===== config.mk =====
export PLATFORM = sky130hd
export DESIGN_NAME = lobm_ctrl
export DESIGN_NICKNAME = d
export VERILOG_FILES = /design/src/design/assert_macros.svh /design/src/design/lobm_pkg.sv /design/src/design/lobm_ctrl.sv
export SDC_FILE = /design/constraint.sdc
export NUM_CORES = 1
export LEC_CHECK = 0
export BUFFER_PORTS_ARGS = -buffer_cell sky130_fd_sc_hd__buf_2
export CAP_MARGIN = 5
export CORE_AREA = 2 2 39 41
export CTS_BUF_LIST = sky130_fd_sc_hd__clkbuf_2
export DETAILED_ROUTE_END_ITERATION = 10
export DIE_AREA = 0 0 41 43
export PLACE_DENSITY_LB_ADDON = 0.15
export RECOVER_POWER = 100
export SETUP_SLACK_MARGIN = 0.1
export SLEW_MARGIN = 20
export SYNTH_ARGS = -nofsm -noshare
export SYNTH_HDL_FRONTEND = slang
export SYNTH_SLANG_ARGS = --single-unit

===== constraint.sdc =====
create_clock -name clk -period 2.15 [get_ports clk]
set_clock_uncertainty 0.1 [all_clocks]
set_input_delay 0.215 -clock clk [delete_from_list [all_inputs] [get_ports clk]]
set_output_delay 0.215 -clock clk [all_outputs]
set_load 0.1 [all_outputs]

===== src/design/assert_macros.svh =====
// Assertion macros for the design files; only lobm_table uses them.
`ifndef ASSERT_MACROS_SVH
`define ASSERT_MACROS_SVH
`ifndef SYNTHESIS
`define LOBM_ASSERT(lbl, clk, rst_n, prop) \
    lbl: assert property (@(posedge clk) disable iff (!rst_n) prop) \
        else $error("assertion failed");
`define LOBM_ASSERT_IMPL(lbl, clk, rst_n, ante, cons) \
    lbl: assert property (@(posedge clk) disable iff (!rst_n) (ante) |-> (cons)) \
        else $error("assertion failed");
`else
`define LOBM_ASSERT(lbl, clk, rst_n, prop)
`define LOBM_ASSERT_IMPL(lbl, clk, rst_n, ante, cons)
`endif
`endif


===== src/design/lobm_pkg.sv =====
package lobm_pkg;

    localparam int LEVELS    = 64;
    localparam int CNT_W     = $clog2(LEVELS + 1);
    localparam int PRICE_W   = 32;
    localparam int AMT_W     = 32;
    localparam int QTY_W     = 48;
    localparam int MOD_W     = 30;
    localparam int MOD_STEPS = 3;
    localparam int STEP_W    = $clog2(MOD_STEPS + 1);

    // The quotient estimate uses the total's bits from HI_LSB upward.
    localparam int HI_LSB      = 29;
    localparam int HI_W        = QTY_W - HI_LSB;
    localparam int RECIP_W     = 30;
    localparam int RECIP_SHIFT = 30;
    localparam int RES_W       = 32;

    localparam logic [MOD_W-1:0]   MOD_VAL   = 30'd1000000007;
    // Largest integer not above 2^59 / MOD_VAL.
    localparam logic [RECIP_W-1:0] MOD_RECIP = 30'd576460748;
    localparam logic [QTY_W-1:0]   QTY_MAX   = {QTY_W{1'b1}};

    // Commands from the controller to the datapath.
    typedef struct packed {
        logic load;
        logic match;
        logic find;
        logic place;
        logic mod_start;
        logic mod_step;
        logic out_load;
    } ctrl_cmd_t;

    // Status from the datapath to the controller.
    typedef struct packed {
        logic in_zero;
        logic match_go;
        logic rem_zero;
        logic mod_done;
        logic out_free;
    } ctrl_status_t;

    // Operations on one level table.
    typedef struct packed {
        logic pop;
        logic dec;
        logic find;
        logic place;
    } tbl_cmd_t;

endpackage


===== src/design/lobm_ctrl.sv =====
module lobm_ctrl
(
    input  logic                   clk,
    input  logic                   rst_n,
    input  logic                   in_valid,
    output logic                   in_ready,
    input  lobm_pkg::ctrl_status_t st,
    output lobm_pkg::ctrl_cmd_t    cmd
);

    typedef enum logic [6:0] {
        S_IDLE   = 7'b0000001,
        S_MATCH  = 7'b0000010,
        S_FIND   = 7'b0000100,
        S_PLACE  = 7'b0001000,
        S_MSTART = 7'b0010000,
        S_MODW   = 7'b0100000,
        S_EMIT   = 7'b1000000
    } state_t;

    state_t state_reg;
    state_t state_next;

    assign in_ready = (state_reg == S_IDLE);

    always_comb
    begin
        state_next = state_reg;
        cmd        = '0;
        unique case (state_reg)
            S_IDLE:
            begin
                if (in_valid)
                begin
                    cmd.load   = 1'b1;
                    state_next = st.in_zero ? S_MSTART : S_MATCH;
                end
            end
            S_MATCH:
            begin
                cmd.match = 1'b1;
                if (!st.match_go)
                begin
                    state_next = st.rem_zero ? S_MSTART : S_FIND;
                end
            end
            S_FIND:
            begin
                cmd.find   = 1'b1;
                state_next = S_PLACE;
            end
            S_PLACE:
            begin
                cmd.place  = 1'b1;
                state_next = S_MSTART;
            end
            S_MSTART:
            begin
                cmd.mod_start = 1'b1;
                state_next    = S_MODW;
            end
            S_MODW:
            begin
                cmd.mod_step = 1'b1;
                if (st.mod_done)
                begin
                    state_next = S_EMIT;
                end
            end
            S_EMIT:
            begin
                if (st.out_free)
                begin
                    cmd.out_load = 1'b1;
                    state_next   = S_IDLE;
                end
            end
            default:
            begin
                state_next = S_IDLE;
            end
        endcase
    end

    always_ff @(posedge clk or negedge rst_n)
    begin
        if (!rst_n)
        begin
            state_reg <= S_IDLE;
        end
        else
        begin
            state_reg <= state_next;
        end
    end

endmodule


== After elaboration in Yosys (flattened, before gate mapping) ==
Cells that the tools add are included.

* Equality and inequality tests: 11
* Muxes and demuxes: 16
* Reductions and logical operators: 1

{| class="wikitable"
|+ Operators with widths
! operator !! count
|-
| 7-bit case mux with 7 select lines || 1
|-
| 7-bit two-way mux || 4
|-
| 5-bit two-way mux || 2
|-
| 1-bit two-way mux || 9
|-
| 2-bit inequality test, second input constant || 4
|-
| 7-bit by 1-bit equality test with 1-bit output, second input constant || 1
|-
| 7-bit by 2-bit equality test with 1-bit output, second input constant || 1
|-
| 7-bit by 3-bit equality test with 1-bit output, second input constant || 1
|-
| 7-bit by 4-bit equality test with 1-bit output, second input constant || 1
|-
| 7-bit by 5-bit equality test with 1-bit output, second input constant || 1
|-
| 7-bit by 6-bit equality test with 1-bit output, second input constant || 1
|-
| 7-bit equality test, second input constant || 1
|-
| 4-bit AND reduction || 1
|}

* Register bits after elaboration: 7
* Bits of input ports: 8
* Output and inout port bits: 8
* Logic and storage cells: 29

== Logic depth before layout (Yosys ltp) ==
* Depth in word-level cells: 3
* Mapped depth: 5
* Gate-level depth less buffers: 4

== Least setup slack after synthesis ==
OpenSTA, ideal clock, no wires.

* Kind: reg-to-output
* Start: register state_reg[5]
* End: output port cmd[6] (netlist bit)
* Arrival: 2.419 ns
* Data required time: 1.835 ns
* Path slack: -0.584 ns
* Stages on the path, launching flop included: 5
* Path buffers: 0
* Cells stage by stage: dfrtp_1 > nor4_4 > nand3_1 > inv_1 > and2_1

{| class="wikitable"
|+ RTL lines
! item !! RTL line !! text
|-
| start: declaration || lobm_ctrl.sv:21 || <nowiki>state_t state_reg;</nowiki>
|-
| start signal: assignment || lobm_ctrl.sv:93 || <nowiki>state_reg <= state_next;</nowiki>
|-
| end: declaration || lobm_ctrl.sv:8 || <nowiki>output lobm_pkg::ctrl_cmd_t cmd</nowiki>
|}

==> metrics <==
largest family of logic cells by synthesized area simple AND/OR/NAND/NOR gates; clock buffer depth 2; number of enable flip-flop cells after synthesis 0; total die area 1763 µm²; initial drt markers 7; commonest non-fill, non-tap cell in the layout buf_2; num ports 16; status finished clean; Achievable Freq 492.3 MHz; first-pass iteration count of the detailed router 4; total gr overflow 0; Pins Over Slew Limit 0; Synth Register Bits 7; CTS root buf clkbuf_2; Slew @ Worst Pin 0.5368 ns; Die Y 43 µm; mux cell area share after synthesis 0; post-synthesis async set-or-reset flop share 1.000; post-route ant nets 0; initial antenna violation count 0; Rel. slew slack 0.6437; total track usage 0.1552; first-pass GRT wire length 1863 µm; Total Wirelength 1159 µm; Final Power 1.159 mW; pwr dens 1712 nW/µm²; final setup TNS 0 ns; sequential share of the synthesized area 0.3447; global placer's final weighted congestion 0.7924; drt drc 0; Horiz. Die Dim 41 µm; Initial Util 0.3698; H-tree depth 1; vias per std cell 5.477; yosys warns 0; syn_nets 61; design area 676.9 µm²; Area Growth Syn to Fin 32.27%; Synth Area in Compound Gates 0.1736; pin count of the biggest net entering global routing 10; min cycle time layout 2.031 ns; most frequent cells in the layout 7 x buf_2, 6 x inv_1, 6 x clkbuf_2; Avg Cell Area, Syn 9.655 µm²; Sink Count 7; dpl hpwl 911.7 µm; DP Area 639.4 µm²; vias in the first global route 482; worst hold slack 0.06376 ns; RSZ-0062 raised after global routing true; Max-Cap Viols 0; cell leakage power 0.3456 nW; Critical Path AT 1.72 ns; Post-CTS Setup Bufs 0; fin crit share 0.9448; number of hold violations in the final report 0; endpoint type of the worst setup path primary output; required time of the critical path 1.84 ns; share of layout cells above drive strength 1 0.3750; Synth Area in Adders 0; Simple-Gate Fraction of Synth Area 0.4034; Post-Synthesis Cells 53; antenna diode count 0; maximum VDD drop 0.001272 V; Hold Path Class primary input to flop; std cell rows 14; clk_lat worst skew 0.23 ns; XOR/XNOR share of the synthesized area 0.01711; Worst-path clk slew 0.07 ns; Unique masters post-synth 33; Synth Cell Area 511.7 µm²; total number of vias 482; CTS buffer count 3; Top FF cell, synth dfrtp_1; PortBufs 15; core box area 1384 µm²; Nets 81; max FFs per register 7; CTS tree done; crit-path max FO 9; CP Launch Type flop; Setup-failing EPs final 0; routed len/inst 13.17 µm; WS Path Type flop to primary output
-- metrics by stage --
stage	instances	setup slack [ns]	util
after global placement	83	0.3036	0.4620
after CTS	88	0.07873	0.4946
after global routing	88	0.03258	0.4892
final	88	0.1186	0.4892
after detailed placement	83	0.2962	0.4620
after floorplan	53	0.06774	-
-- critical path: stages (launching register included) --
cell and delay, ns:
dfrtp_1 0.49, nor3_4 0.29, and4b_1 0.27, buf_2 0.44
-- path summary, 6_finish.rpt --
kind	to	cells after the start	start	slack, ns
setup reg to reg	state_reg[1]	4	state_reg[1]	0.41
max in group asynchronous	state_reg[0]	2	rst_n	1.35
hold / removal	state_reg[2]	2	st[2]	0.06
hold reg to reg	state_reg[0]	2	state_reg[0]	0.53
setup / recovery	cmd[2]	3	state_reg[1]	0.12
min in group asynchronous	state_reg[5]	2	rst_n	0.30
-- synth_stat cells, drive strengths merged, types with 2 or more instances --
master	instances	share of area
nand3	2	0.020
dfrtp	6	0.29
and4b	3	0.059
inv	7	0.051
nor2	4	0.029
o211ai	2	0.039
nor3b	2	0.039
nor3	3	0.039
o21ai	2	0.020
nor2b	2	0.024
nand4b	2	0.046
-- area by class of cell --
class                           count  area [µm²]
Timing Repair Buffer               16       121.4
Clock buffer                        4       20.02
Multi-Input combinational cell     38       307.8
Inverter                            7       30.03
Fill cell                         150       706.9
Tap cell                           16       20.02
Sequential cell                     7       177.7
-- cell families after synthesis --
logic type,after synthesis
flip-flops,7
XOR/XNOR,1
buffers and inverters,8
AO/OA/AOI/OAI,11
AND/OR/NAND/NOR,26
-- power by group --
part	switching [mW]	internal, mW	leakage [nW]	total (mW)
clock	0.0474	0.0495	0.0166	0.0968
combinational	0.499	0.308	0.238	0.807
sequential	0.0789	0.176	0.0913	0.255
total	0.625	0.533	0.346	1.16
-- metal layers --
metal / track usage / up-vias / part of all wire / wire (µm)
met5: 0 / - / 0 / 0
met4: 0.1067 / 0 / 0.016 / 19
met3: 0.01571 / 2 / 0.053 / 61
met2: 0.2375 / 17 / 0.51 / 592
met1: 0.1927 / 225 / 0.42 / 486
li1: - / 238 / - / -
-- what timing repair did --
action / CTS / global route
endpoints found under the setup margin: 5 / 5
resized for setup: 5 / 5
pin swaps: 0 / 2
hold buffers: 1 / 0
hold endpoints to repair: 7 / 0
No activity file was read; power rests on OpenSTA's default activity.
